File: config.mk
export PLATFORM = sky130hd
export DESIGN_NAME = interval_map_table_core_flat
export DESIGN_NICKNAME = d
export VERILOG_FILES = /design/src/rtl/core/imt_pkg.sv /design/src/rtl/core/imt_in_if.sv /design/src/rtl/core/imt_out_if.sv /design/src/rtl/core/imt_cfg_if.sv /design/src/rtl/core/imt_table_mem.sv /design/src/rtl/core/imt_scan.sv /design/src/rtl/core/interval_map_table_core.sv /design/src/flat_wrapper.sv
export SDC_FILE = /design/constraint.sdc
export NUM_CORES = 2
export LEC_CHECK = 0
export BUFFER_PORTS_ARGS = -buffer_cell sky130_fd_sc_hd__buf_4
export CORE_MARGIN = 2
export CORE_UTILIZATION = 62
export CTS_CLUSTER_SIZE = 14
export DETAILED_ROUTE_END_ITERATION = 16
export HOLD_SLACK_MARGIN = 0.03
export PLACE_DENSITY = 0.79
export SYNTH_ARGS = -nofsm -noshare
export SYNTH_HDL_FRONTEND = slang
export SYNTH_HIERARCHICAL = 1
export SYNTH_SLANG_ARGS = --single-unit
File: constraint.sdc
create_clock -name clk -period 11.79 [get_ports clk]
set_clock_uncertainty 0.05 [all_clocks]
set_input_delay 0 -clock clk [delete_from_list [all_inputs] [get_ports clk]]
set_output_delay 0 -clock clk [all_outputs]
set_load 0.02 [all_outputs]
File: src/rtl/core/imt_pkg.sv
`timescale 1ns / 1ps

package imt_pkg;

  localparam int ACTION_BITS = 2;
  localparam int STATUS_BITS = 2;
  localparam int COUNT_BITS  = 5;

  localparam logic [ACTION_BITS-1:0] ACT_ASSIGN  = 2'd0;
  localparam logic [ACTION_BITS-1:0] ACT_LOOKUP  = 2'd1;
  localparam logic [ACTION_BITS-1:0] ACT_RESTART = 2'd2;

  localparam logic [STATUS_BITS-1:0] STAT_DONE  = 2'd0;
  localparam logic [STATUS_BITS-1:0] STAT_EMPTY = 2'd1;
  localparam logic [STATUS_BITS-1:0] STAT_FULL  = 2'd2;

  typedef enum logic [2:0] {
    ST_LOAD,
    ST_IDLE,
    ST_SCAN,
    ST_INS_B,
    ST_INS_E,
    ST_FIN
  } state_t;

  typedef struct packed {
    logic wr_en;
    logic rd_en;
  } mem_ctl_t;

endpackage

File: src/rtl/core/imt_in_if.sv
`timescale 1ns / 1ps

interface imt_in_if
  import imt_pkg::*;
#(
  parameter int KEY_BITS   = 32,
  parameter int VALUE_BITS = 8
);
  logic                         valid;
  logic                         ready;
  logic [ACTION_BITS-1:0]       action;
  logic signed [KEY_BITS-1:0]   key_begin;
  logic signed [KEY_BITS-1:0]   key_end;
  logic [VALUE_BITS-1:0]        new_value;

  modport source (output valid, action, key_begin, key_end, new_value, input ready);
  modport sink (input valid, action, key_begin, key_end, new_value, output ready);
endinterface

File: src/rtl/core/imt_out_if.sv
`timescale 1ns / 1ps

interface imt_out_if
  import imt_pkg::*;
#(
  parameter int VALUE_BITS = 8
);
  logic                   valid;
  logic                   ready;
  logic [VALUE_BITS-1:0]  lookup_value;
  logic [STATUS_BITS-1:0] status;
  logic [COUNT_BITS-1:0]  entry_count;

  modport source (output valid, lookup_value, status, entry_count, input ready);
  modport sink (input valid, lookup_value, status, entry_count, output ready);
endinterface

File: src/rtl/core/imt_cfg_if.sv
`timescale 1ns / 1ps

interface imt_cfg_if #(
  parameter int VALUE_BITS = 8
);
  logic                  valid;
  logic                  ready;
  logic [VALUE_BITS-1:0] wdata;

  modport source (output valid, wdata, input ready);
  modport sink (input valid, wdata, output ready);
endinterface

File: src/rtl/core/imt_table_mem.sv
`timescale 1ns / 1ps

module imt_table_mem
  import imt_pkg::*;
#(
  parameter int ADDR_BITS  = 5,
  parameter int KEY_BITS   = 32,
  parameter int VALUE_BITS = 8
) (
  input  logic                  clk,
  input  mem_ctl_t              ctl,
  input  logic [ADDR_BITS-1:0]  waddr,
  input  logic [KEY_BITS-1:0]   wkey,
  input  logic [VALUE_BITS-1:0] wval,
  input  logic [ADDR_BITS-1:0]  raddr,
  output logic [KEY_BITS-1:0]   rkey,
  output logic [VALUE_BITS-1:0] rval
);

  logic [KEY_BITS-1:0]   key_mem [2**ADDR_BITS];
  logic [VALUE_BITS-1:0] val_mem [2**ADDR_BITS];

  always_ff @(posedge clk) begin
    if (ctl.wr_en) begin
      key_mem[waddr] <= wkey;
      val_mem[waddr] <= wval;
    end
  end

  always_ff @(posedge clk) begin
    if (ctl.rd_en) begin
      rkey <= key_mem[raddr];
      rval <= val_mem[raddr];
    end
  end

endmodule

File: src/rtl/core/imt_scan.sv
`timescale 1ns / 1ps

module imt_scan
  import imt_pkg::*;
#(
  parameter int TABLE_DEPTH = 16,
  parameter int KEY_BITS    = 32,
  parameter int VALUE_BITS  = 8
) (
  input  logic                                 clk,
  input  logic                                 rst_n,
  input  logic                                 start,
  input  logic [ACTION_BITS-1:0]               act,
  input  logic [KEY_BITS-1:0]                  kb,
  input  logic [KEY_BITS-1:0]                  ke,
  input  logic [VALUE_BITS-1:0]                nv,
  input  logic [VALUE_BITS-1:0]                dflt,
  input  logic                                 out_free,
  output logic                                 ready,
  output logic                                 done,
  output logic [VALUE_BITS-1:0]                res_value,
  output logic [STATUS_BITS-1:0]               res_status,
  output logic [$clog2(TABLE_DEPTH+1)-1:0]     res_count
);

  localparam int IDX_W  = $clog2(TABLE_DEPTH);
  localparam int PTR_W  = $clog2(TABLE_DEPTH + 1);
  localparam int CNT_W  = $clog2(TABLE_DEPTH + 3);
  localparam int ADDR_W = IDX_W + 1;

  state_t state_r, state_nxt;

  logic                   cur_r, cur_nxt;
  logic [PTR_W-1:0]       used_r, used_nxt;
  logic                   pend_r, pend_nxt;
  logic [PTR_W-1:0]       rd_ptr_r, rd_ptr_nxt;
  logic                   dv_r, dv_nxt;
  logic [CNT_W-1:0]       wcnt_r, wcnt_nxt;
  logic [VALUE_BITS-1:0]  lastv_r, lastv_nxt;
  logic [VALUE_BITS-1:0]  endv_r, endv_nxt;
  logic [VALUE_BITS-1:0]  lv_r, lv_nxt;
  logic                   ins_done_r, ins_done_nxt;
  logic                   build_r, build_nxt;
  logic                   empty_r, empty_nxt;
  logic [ACTION_BITS-1:0] act_r, act_nxt;
  logic [KEY_BITS-1:0]    kb_r, kb_nxt;
  logic [KEY_BITS-1:0]    ke_r, ke_nxt;
  logic [VALUE_BITS-1:0]  nv_r, nv_nxt;

  mem_ctl_t              mctl;
  logic [ADDR_W-1:0]     waddr;
  logic [KEY_BITS-1:0]   wkey;
  logic [VALUE_BITS-1:0] wval;
  logic [ADDR_W-1:0]     raddr;
  logic [KEY_BITS-1:0]   rkey;
  logic [VALUE_BITS-1:0] rval;

  logic                  hold_ins;
  logic                  scan_end;
  logic                  build_ok;
  logic                  push_en;
  logic [KEY_BITS-1:0]   push_key;
  logic [VALUE_BITS-1:0] push_val;

  imt_table_mem #(
    .ADDR_BITS  (ADDR_W),
    .KEY_BITS   (KEY_BITS),
    .VALUE_BITS (VALUE_BITS)
  ) u_mem (
    .clk   (clk),
    .ctl   (mctl),
    .waddr (waddr),
    .wkey  (wkey),
    .wval  (wval),
    .raddr (raddr),
    .rkey  (rkey),
    .rval  (rval)
  );

  assign hold_ins = dv_r && build_r && !ins_done_r && (rkey > ke_r);
  assign scan_end = !dv_r && (rd_ptr_r == used_r);
  assign build_ok = build_r && (wcnt_r <= CNT_W'(TABLE_DEPTH));

  always_comb begin
    state_nxt = state_r;
    case (state_r)
      ST_LOAD: begin
        state_nxt = pend_r ? ST_FIN : ST_IDLE;
      end
      ST_IDLE: begin
        if (start) begin
          state_nxt = (act == ACT_RESTART) ? ST_LOAD : ST_SCAN;
        end
      end
      ST_SCAN: begin
        if (hold_ins) begin
          state_nxt = ST_INS_B;
        end else if (scan_end) begin
          state_nxt = (build_r && !ins_done_r) ? ST_INS_B : ST_FIN;
        end
      end
      ST_INS_B: begin
        state_nxt = ST_INS_E;
      end
      ST_INS_E: begin
        state_nxt = ST_SCAN;
      end
      ST_FIN: begin
        if (out_free) begin
          state_nxt = ST_IDLE;
        end
      end
      default: begin
        state_nxt = ST_IDLE;
      end
    endcase
  end

  always_comb begin
    cur_nxt      = cur_r;
    used_nxt     = used_r;
    pend_nxt     = pend_r;
    rd_ptr_nxt   = rd_ptr_r;
    dv_nxt       = dv_r;
    wcnt_nxt     = wcnt_r;
    lastv_nxt    = lastv_r;
    endv_nxt     = endv_r;
    lv_nxt       = lv_r;
    ins_done_nxt = ins_done_r;
    build_nxt    = build_r;
    empty_nxt    = empty_r;
    act_nxt      = act_r;
    kb_nxt       = kb_r;
    ke_nxt       = ke_r;
    nv_nxt       = nv_r;
    mctl         = '0;
    waddr        = {~cur_r, wcnt_r[IDX_W-1:0]};
    wkey         = '0;
    wval         = '0;
    raddr        = {cur_r, rd_ptr_r[IDX_W-1:0]};
    push_en      = 1'b0;
    push_key     = rkey;
    push_val     = rval;
    ready        = 1'b0;
    done         = 1'b0;
    res_value    = lv_r;
    res_status   = STAT_DONE;
    res_count    = used_r;

    case (state_r)
      ST_LOAD: begin
        mctl.wr_en = 1'b1;
        waddr      = {cur_r, IDX_W'(0)};
        wkey       = '0;
        wval       = dflt;
        used_nxt   = PTR_W'(1);
      end
      ST_IDLE: begin
        ready = 1'b1;
        if (start) begin
          act_nxt      = act;
          kb_nxt       = kb;
          ke_nxt       = ke;
          nv_nxt       = nv;
          pend_nxt     = 1'b1;
          rd_ptr_nxt   = '0;
          dv_nxt       = 1'b0;
          wcnt_nxt     = '0;
          ins_done_nxt = 1'b0;
          build_nxt    = (act == ACT_ASSIGN) && (kb < ke);
          empty_nxt    = (act == ACT_ASSIGN) && (kb >= ke);
        end
      end
      ST_SCAN: begin
        if (!hold_ins) begin
          if (dv_r) begin
            if (rkey <= kb_r) begin
              lv_nxt = rval;
            end
            if (build_r) begin
              if (rkey <= ke_r) begin
                endv_nxt = rval;
              end
              push_en = (rkey < kb_r) || (rkey > ke_r);
            end
          end
          if (rd_ptr_r < used_r) begin
            mctl.rd_en = 1'b1;
            rd_ptr_nxt = rd_ptr_r + PTR_W'(1);
            dv_nxt     = 1'b1;
          end else begin
            dv_nxt = 1'b0;
          end
        end
      end
      ST_INS_B: begin
        push_en  = 1'b1;
        push_key = kb_r;
        push_val = nv_r;
      end
      ST_INS_E: begin
        push_en      = 1'b1;
        push_key     = ke_r;
        push_val     = endv_r;
        ins_done_nxt = 1'b1;
      end
      ST_FIN: begin
        if (act_r == ACT_RESTART) begin
          res_value = dflt;
        end else if (build_ok) begin
          res_value  = nv_r;
          res_count  = PTR_W'(wcnt_r);
        end else if (build_r) begin
          res_status = STAT_FULL;
        end else if (empty_r) begin
          res_status = STAT_EMPTY;
        end
        if (out_free) begin
          done     = 1'b1;
          pend_nxt = 1'b0;
          if (build_ok) begin
            cur_nxt  = ~cur_r;
            used_nxt = PTR_W'(wcnt_r);
          end
        end
      end
      default: begin
        ready = 1'b0;
      end
    endcase

    // Equal neighbors collapse into the earlier breakpoint.
    if (push_en && ((wcnt_r == '0) || (push_val != lastv_r))) begin
      mctl.wr_en = (wcnt_r < CNT_W'(TABLE_DEPTH));
      wkey       = push_key;
      wval       = push_val;
      wcnt_nxt   = wcnt_r + CNT_W'(1);
      lastv_nxt  = push_val;
    end
  end

  always_ff @(posedge clk) begin
    if (!rst_n) begin
      state_r <= ST_LOAD;
      cur_r   <= 1'b0;
      used_r  <= PTR_W'(1);
      pend_r  <= 1'b0;
    end else begin
      state_r <= state_nxt;
      cur_r   <= cur_nxt;
      used_r  <= used_nxt;
      pend_r  <= pend_nxt;
    end
  end

  always_ff @(posedge clk) begin
    rd_ptr_r   <= rd_ptr_nxt;
    dv_r       <= dv_nxt;
    wcnt_r     <= wcnt_nxt;
    lastv_r    <= lastv_nxt;
    endv_r     <= endv_nxt;
    lv_r       <= lv_nxt;
    ins_done_r <= ins_done_nxt;
    build_r    <= build_nxt;
    empty_r    <= empty_nxt;
    act_r      <= act_nxt;
    kb_r       <= kb_nxt;
    ke_r       <= ke_nxt;
    nv_r       <= nv_nxt;
  end

endmodule

File: src/rtl/core/interval_map_table_core.sv
`timescale 1ns / 1ps
// Channel    Port       Direction  Transfer carries
// input      in_chan    sink       action, key_begin, key_end, new_value
// result     out_chan   source     lookup_value, status, entry_count
// config     cfg_chan   sink       default_value (wdata)
//
// The single read port of the table memory is walked one entry per cycle, except
// while the assign's two new breakpoints are written, and a non-empty assign
// writes the new table into the second bank as it goes. After reset, the
// ST_LOAD state loads entry zero before in_chan.ready rises. A stalled result
// sits in the output register while the next item is taken.

module interval_map_table_core
  import imt_pkg::*;
#(
  parameter int TABLE_DEPTH = 16,
  parameter int KEY_BITS    = 32,
  parameter int VALUE_BITS  = 8
) (
  input  logic      clk,
  input  logic      rst_n,
  imt_in_if.sink    in_chan,
  imt_out_if.source out_chan,
  imt_cfg_if.sink   cfg_chan
);

  localparam int PTR_W = $clog2(TABLE_DEPTH + 1);

  logic [VALUE_BITS-1:0]  default_r;
  logic                   out_valid_r;
  logic [VALUE_BITS-1:0]  out_value_r;
  logic [STATUS_BITS-1:0] out_status_r;
  logic [COUNT_BITS-1:0]  out_count_r;

  logic                   out_free;
  logic                   scan_ready;
  logic                   done;
  logic [VALUE_BITS-1:0]  res_value;
  logic [STATUS_BITS-1:0] res_status;
  logic [PTR_W-1:0]       res_count;
  logic [KEY_BITS-1:0]    kb_biased;
  logic [KEY_BITS-1:0]    ke_biased;

  // Inverting the sign bit makes signed key order match unsigned order.
  assign kb_biased = {~in_chan.key_begin[KEY_BITS-1], in_chan.key_begin[KEY_BITS-2:0]};
  assign ke_biased = {~in_chan.key_end[KEY_BITS-1], in_chan.key_end[KEY_BITS-2:0]};

  assign out_free      = !out_valid_r || out_chan.ready;
  assign in_chan.ready = scan_ready;
  assign cfg_chan.ready = 1'b1;

  imt_scan #(
    .TABLE_DEPTH (TABLE_DEPTH),
    .KEY_BITS    (KEY_BITS),
    .VALUE_BITS  (VALUE_BITS)
  ) u_scan (
    .clk        (clk),
    .rst_n      (rst_n),
    .start      (in_chan.valid && scan_ready),
    .act        (in_chan.action),
    .kb         (kb_biased),
    .ke         (ke_biased),
    .nv         (in_chan.new_value),
    .dflt       (default_r),
    .out_free   (out_free),
    .ready      (scan_ready),
    .done       (done),
    .res_value  (res_value),
    .res_status (res_status),
    .res_count  (res_count)
  );

  always_ff @(posedge clk) begin
    if (!rst_n) begin
      default_r <= '0;
    end else if (cfg_chan.valid) begin
      default_r <= cfg_chan.wdata;
    end
  end

  always_ff @(posedge clk) begin
    if (!rst_n) begin
      out_valid_r <= 1'b0;
    end else if (done) begin
      out_valid_r <= 1'b1;
    end else if (out_chan.ready) begin
      out_valid_r <= 1'b0;
    end
  end

  always_ff @(posedge clk) begin
    if (done) begin
      out_value_r  <= res_value;
      out_status_r <= res_status;
      out_count_r  <= COUNT_BITS'(res_count);
    end
  end

  assign out_chan.valid        = out_valid_r;
  assign out_chan.lookup_value = out_value_r;
  assign out_chan.status       = out_status_r;
  assign out_chan.entry_count  = out_count_r;

endmodule

File: src/flat_wrapper.sv
// flat-port wrapper written by rule: the top's interface ports become plain ports
module interval_map_table_core_flat import imt_pkg::*;
#(
  parameter int TABLE_DEPTH = 16,
  parameter int KEY_BITS    = 32,
  parameter int VALUE_BITS  = 8
)
  (clk, rst_n, in_chan_valid, in_chan_action, in_chan_key_begin, in_chan_key_end, in_chan_new_value, in_chan_ready, out_chan_valid, out_chan_lookup_value, out_chan_status, out_chan_entry_count, out_chan_ready, cfg_chan_valid, cfg_chan_wdata, cfg_chan_ready);
  imt_in_if #(.KEY_BITS(KEY_BITS), .VALUE_BITS(VALUE_BITS)) in_chan_i ();
  imt_out_if #(.VALUE_BITS(VALUE_BITS)) out_chan_i ();
  imt_cfg_if #(.VALUE_BITS(VALUE_BITS)) cfg_chan_i ();
  input  logic clk;
  input  logic rst_n;
  input wire logic [$bits(in_chan_i.valid)-1:0] in_chan_valid;
  input wire logic [$bits(in_chan_i.action)-1:0] in_chan_action;
  input wire logic [$bits(in_chan_i.key_begin)-1:0] in_chan_key_begin;
  input wire logic [$bits(in_chan_i.key_end)-1:0] in_chan_key_end;
  input wire logic [$bits(in_chan_i.new_value)-1:0] in_chan_new_value;
  output wire logic [$bits(in_chan_i.ready)-1:0] in_chan_ready;
  output wire logic [$bits(out_chan_i.valid)-1:0] out_chan_valid;
  output wire logic [$bits(out_chan_i.lookup_value)-1:0] out_chan_lookup_value;
  output wire logic [$bits(out_chan_i.status)-1:0] out_chan_status;
  output wire logic [$bits(out_chan_i.entry_count)-1:0] out_chan_entry_count;
  input wire logic [$bits(out_chan_i.ready)-1:0] out_chan_ready;
  input wire logic [$bits(cfg_chan_i.valid)-1:0] cfg_chan_valid;
  input wire logic [$bits(cfg_chan_i.wdata)-1:0] cfg_chan_wdata;
  output wire logic [$bits(cfg_chan_i.ready)-1:0] cfg_chan_ready;
  assign in_chan_i.valid = in_chan_valid;
  assign in_chan_i.action = in_chan_action;
  assign in_chan_i.key_begin = in_chan_key_begin;
  assign in_chan_i.key_end = in_chan_key_end;
  assign in_chan_i.new_value = in_chan_new_value;
  assign in_chan_ready = in_chan_i.ready;
  assign out_chan_valid = out_chan_i.valid;
  assign out_chan_lookup_value = out_chan_i.lookup_value;
  assign out_chan_status = out_chan_i.status;
  assign out_chan_entry_count = out_chan_i.entry_count;
  assign out_chan_i.ready = out_chan_ready;
  assign cfg_chan_i.valid = cfg_chan_valid;
  assign cfg_chan_i.wdata = cfg_chan_wdata;
  assign cfg_chan_ready = cfg_chan_i.ready;
  interval_map_table_core #(.TABLE_DEPTH(TABLE_DEPTH), .KEY_BITS(KEY_BITS), .VALUE_BITS(VALUE_BITS)) u_core (.clk(clk), .rst_n(rst_n), .in_chan(in_chan_i), .out_chan(out_chan_i), .cfg_chan(cfg_chan_i));
endmodule
Yosys cells after proc, flatten, opt, wreduce, memory -nomap -nowiden --
Memories as Yosys holds them, arrays and structs flattened. A register that Yosys moved wholly into a read port is not among the register bits. Cells that the tools add are included.
Word-level totals: memories kept 2, bits in registers 146, input port bits 87, output and inout port bits 18, bits in writable memories 1280, logic and storage cells 148
Operators by class: muxes and demuxes 53, bitwise logic cells 5, eq/ne operators 14, $add $sub $neg 2, reduce and logical (&&, ||, !) cells 40, order comparisons 9
Memory list:
- u_core.u_scan.u_mem.key_mem | words 32, bits a word 32, read ports 1, clocked after memory_dff 1, write ports 1, RTL line imt_table_mem.sv:20 | logic [KEY_BITS-1:0] key_mem [2**ADDR_BITS];
- u_core.u_scan.u_mem.val_mem | words 32, bits a word 8, read ports 1, clocked after memory_dff 1, write ports 1, RTL line imt_table_mem.sv:21 | logic [VALUE_BITS-1:0] val_mem [2**ADDR_BITS];
Operators by type and width (number):
- <= comparator 32 bit | 2
- < comparator 32 bit | 2
- case mux 32 bit (2 select lines) | 1
- 2-to-1 mux 5 bit | 10
- 2-to-1 mux 8 bit | 5
- >= comparator 32 bit | 1
- greater-than comparator 32 bit | 1
- 2-to-1 mux 32 bit | 1
- 2-to-1 mux 1 bit | 20
- case mux 5 bit (2 select lines) | 2
- 2-to-1 mux 3 bit | 6
- case mux 3 bit (6 select lines) | 1
- case mux 8 bit (2 select lines) | 1
- nonzero test 2 bit | 7
- AND reduction 3 bit | 4
- adder 5 x 1 -> 5 bit, second input constant | 2
- logical AND 1 bit | 10
- != test 8 bit | 1
- case mux 1 bit (2 select lines) | 4
- AND reduction 2 bit | 4
- AND reduction 4 bit | 2
- equality test 3 x 2 -> 1 bit, second input constant | 2
- equality test 3 bit, second input constant | 2
- != test 2 bit, second input constant | 3
- 19 further kinds | 29

Logic depth before layout (Yosys ltp) --
word-level depth 10, depth in mapped cells 13, mapped depth without buffers 11

Hierarchy --
Netlist, hierarchy kept.
By module, submodules not included:
- imt_table_mem | cells each 2813, area each 50965.1 um2, sequential area each 39638.0 um2, times used 1
- imt_scan | cells each 887, area each 8405.6 um2, sequential area each 3563.4 um2, times used 1
- interval_map_table_core | cells each 49, area each 814.5 um2, sequential area each 630.6 um2, times used 1

Worst setup path before layout --
No wires, ideal clock.
kind register to register, start register u_core.u_scan.u_mem.rkey[14] (read register of u_core.u_scan.u_mem.key_mem), end memory u_core.u_scan.u_mem.key_mem[20][0] (enable), buffers on the path 2, stages on the path, launching flop included 13, data required time 11.302 ns, arrival 4.734 ns, path slack 6.569 ns, clock period less this slack 5.221 ns, setup time 0.438 ns, cells stage by stage edfxtp_1 > ha_1 > a21oi_1 > nand2_1 > a21o_1 > a2111oi_0 > a21o_1 > o211ai_1 > clkbuf_1 > a31oi_1 > or3b_2 > clkbuf_1 > nor2_1
RTL lines:
- start, declared | RTL line imt_table_mem.sv:16 | output logic [KEY_BITS-1:0] rkey,
- end, declared | RTL line imt_table_mem.sv:20

==> PnR_summary.wiki <==
{| class="wikitable"
! Metric !! Value
|-
| CTS buffer count || 145
|-
| Tot GR Track Use || 0.303
|-
| Number of library cell types mapped by synthesis || 65
|-
| Post-layout minimum cycle time || about 6000 ps
|-
| Cell count of the worst hold path || 3
|-
| Commonest non-fill, non-tap cell in the layout || edfxtp_1
|-
| Starting utilization of the core area || 0.624
|-
| Clock sink total || 1,466
|-
| Async set or reset register ratio after synthesis || 0
|-
| First-pass DRT Iterations || 5
|-
| Core footprint || roughly 96,000 um^2
|-
| Via count of the routed design || 35,400
|-
| Boundary pin count || 105
|-
| Final setup TNS || 0 ps
|-
| Share of final-layout standard cells stronger than drive strength 1 || 0.113
|-
| Hold Path Sink || u_core/u_scan/empty_r$_DFFE_PP_
|-
| Period utilization || 0.508
|-
| Global-route wire length before repair || 222 mm
|-
| Pin count of the biggest net entering global routing || 129
|-
| Gp weighted congestion || 0.905
|-
| Pins Over Slew Limit || 0
|-
| Standard cell area after detailed placement || between 60,000 and 70,000 um^2
|-
| Count of cells along the worst register-to-register path || 11
|-
| Number of antenna violations at the first check in global routing || 8
|-
| Setup slack, reg-to-reg || slightly below 6000 ps
|-
| Part of the Yosys area used for sequential elements || 0.728
|-
| Die Span Y || 316 um
|-
| YS warnings || 6
|-
| TritonCTS clock tree || yes
|-
| Number of instances in the placed design || 5,015
|-
| Highest clock frequency the design can meet || around 170 MHz
|-
| Type of element launching the critical path || register
|-
| Routed via count divided by cell count || 6.49
|-
| Dpl hpwl || 84.6 mm
|-
| Static Leak || 25.3 nW
|-
| Hold Fails Final Rpt || 0
|-
| Crit Path Max Fanout || 35
|-
| Die width || 316 um
|-
| Antenna-violating nets left || 0
|-
| Setup CP Type || reg2reg
|-
| Number of port buffers || between 100 and 150
|-
| Crit path capture type || register
|-
| Source-to-sink clock delay at the later pin of the worst-skew pair || roughly 760 ps
|-
| DR WL/cell || 27.8 um
|-
| Power density over the cells || 164 nW/um^2
|-
| Post-synthesis average cell area || 16.1 um^2
|-
| DR DRC count || 0
|-
| Total wire length after detailed routing || 151 mm
|-
| Least-Margin Pin Slew || roughly 1500 ps
|-
| Ys flop type || edfxtp_1
|-
| Clock slew at the register clock pins of the worst setup and hold paths || around 70 ps
|-
| Setup-violating endpoint count in the final report || 0
|-
| Largest buffer count on any clock path || 3
|-
| Post-synthesis register bit count || 1,466
|-
| Setup repair after global routing missed its margin || no
|-
| Cell Count, Final, Fillers Out || 5,452
|-
| Data arrival, critical path || 6330 ps
|-
| Maximum VDD drop || about 0.14 mV
|-
| Nets || 4,254
|-
| Leading cell types in the layout, fill and taps excluded || edfxtp_1 (1,447), mux2i_1 (648), nand2_1 (247), buf_4 (184), dlygate4sd3_1 (177)
|-
| Worst Min Path Start || in_chan_action[1]
|-
| Fraction of post-synthesis cell area in the top cell type by area || 0.722
|-
| Total die area || 99,600 um^2
|-
| Required time of the critical path || 12,130 ps
|-
| Synthesis-to-layout area growth || 14.7%
|-
| End of the worst register-to-register path || u_core/u_scan/u_mem/key_mem[18][30]$_DFFE_PP_
|-
| Number of cells produced by synthesis || 3,749
|-
| Post-synth EDFFs || between 1,000 and 1,500
|-
| Clock root buffer || clkbuf_16
|-
| Post-route design area || 69,000 um^2
|-
| Post-synthesis instance area || between 60,000 and 70,000 um^2
|-
| Launch point of the worst reg-to-reg path || u_core/u_scan/state_r[2]$_SDFFE_PN0P_
|-
| Class of the tightest hold or removal check || in2reg
|-
| Core Rows || 114
|-
| Mapped Nets || 3,940
|-
| Max transition margin || 0.0183
|-
| Global route total overflow || 0
|-
| Number of global-route vias before repair || 35,000
|-
| Maximum level of the CTS H-tree || 4
|-
| Number of fill cells in the layout || 5,711
|-
| DRT iter0 DRCs || ~4,800
|-
| Run status || finished, final reports clean
|-
| Total Power || 0.0113 W
|-
| Top cells by area, synth || edfxtp_1 (72%), mux2i_1 (11%), ha_1 (2.2%), a21oi_1 (1.7%), nand2_1 (1.5%)
|-
| Area leader, netlist || edfxtp_1
|-
| Max_cap viols || 0
|}
[sequential cells by signal (all words and copies together) (netlist names), 8 cells and up]
signal	cells
u_core/default_r	8
u_core/out_chan.lookup_value	8
u_core/u_scan/endv_r	8
u_core/u_scan/kb_r	32
u_core/u_scan/ke_r	32
u_core/u_scan/lastv_r	8
u_core/u_scan/lv_r	8
u_core/u_scan/nv_r	8
u_core/u_scan/u_mem/key_mem	1024
u_core/u_scan/u_mem/rkey	32
u_core/u_scan/u_mem/rval	8
u_core/u_scan/u_mem/val_mem	256
[where the power goes]
group          leakage (nW)  switching (W)  internal [W]  total [W]
sequential             13.7      0.0000448       0.00589    0.00594
clock                  2.20        0.00192       0.00255    0.00447
combinational          9.32       0.000639      0.000302   0.000941
total                  25.3        0.00261       0.00874     0.0113
[per-stage QoR]
stage,utilization,worst slack (ps),hold slack [ps]
floorplan,-,6570,48.9
CTS,0.716,5970,53.7
finish,0.716,5790,65.9
detailed placement,0.650,5990,133
global route,0.716,5600,47.9
global placement,0.650,6200,134
[cells by family (layout without fill, tap and decap cells)]
group                      Yosys count  in the layout  share of synthesized area
other                                1              4                  0.0000623
and+or+nand+nor                    610            610                     0.0484
adders and majority gates          104            104                     0.0216
muxes                              650            650                      0.108
buffers and inverters              320            744                     0.0263
xor gates and xnor gates            16             16                    0.00233
AOI/OAI and AO/OA                  582            582                     0.0648
DFF                               1466           1466                      0.728
[worst max-delay path by stage]
stage                                                          to  cells after the start  slack (ps)                                   start
floorplan            u_core/u_scan/u_mem/key_mem[20][0]$_DFFE_PP_                     12        6570  u_core/u_scan/u_mem/rkey[14]$_DFFE_PP_
CTS                 u_core/u_scan/u_mem/key_mem[19][29]$_DFFE_PP_                     11        5970   u_core/u_scan/state_r[2]$_SDFFE_PN0P_
global placement     u_core/u_scan/u_mem/val_mem[18][2]$_DFFE_PP_                     11        6200   u_core/u_scan/state_r[2]$_SDFFE_PN0P_
global route         u_core/u_scan/u_mem/key_mem[23][5]$_DFFE_PP_                     11        5600   u_core/u_scan/state_r[2]$_SDFFE_PN0P_
finish              u_core/u_scan/u_mem/key_mem[18][30]$_DFFE_PP_                     11        5790   u_core/u_scan/state_r[2]$_SDFFE_PN0P_
detailed placement   u_core/u_scan/u_mem/val_mem[19][1]$_DFFE_PP_                     11        5990   u_core/u_scan/state_r[2]$_SDFFE_PN0P_
[critical path, cell delays in order, from the launching register on]
cell	delay, ps
dfxtp_1	810
or3b_2	620
buf_4	320
a311oi_2	410
xnor2_1	170
a21oi_1	80
nand2_1	220
o22ai_1	150
a31oi_1	580
nand3b_1	810
nor2_4	840
buf_4	530
[layout make-up]
class | count | area (um^2) | share of cell area
diodes | 3 | 7.51 | 0.000109
inverters | 121 | 455 | 0.00660
clock buffers | 189 | 3920 | 0.0568
flip-flops and latches | 1466 | 43800 | 0.635
clock inverters | 68 | 643 | 0.00931
multi-input cells | 1963 | 15300 | 0.222
repair buffers | 366 | 3250 | 0.0471
well taps | 1276 | 1600 | 0.0231
[synth_stat cells, drive strengths merged (6+ instances only)]
cell	n
a21boi	6
a21o	14
a21oi	203
a22o	80
a22oi	121
a311oi	9
a31oi	52
and2	11
and4b	8
buf	105
clkbuf	94
dfxtp	19
edfxtp	1447
ha	104
inv	121
mux2i	648
nand2	248
nand2b	7
nand3	141
nand3b	7
nand4	17
nor2	66
nor2b	22
nor3	48
nor4bb	8
o21ai	29
o221ai	31
o22ai	10
xnor2	12
[repair_timing]
action | 4_1_cts | 5_1_grt
hold endpoints to repair | 105 | 0
gates resized for setup | 0 | 0
buffers inserted | 0 | 0
hold buffers | 177 | 0
[layer usage]
| metal | share of wire | GRT usage | wire, um | vias up |
|---|---|---|---|---|
| met5 | 0.00017 | 0 | 26 | - |
| met4 | 0.038 | 0.121 | 5810 | 4 |
| met3 | 0.10 | 0.0621 | 15800 | 344 |
| met2 | 0.48 | 0.485 | 72100 | 2131 |
| met1 | 0.38 | 0.413 | 57600 | 17600 |
| li1 | - | - | - | 15200 |
No activity file was read; power rests on OpenSTA's default activity.
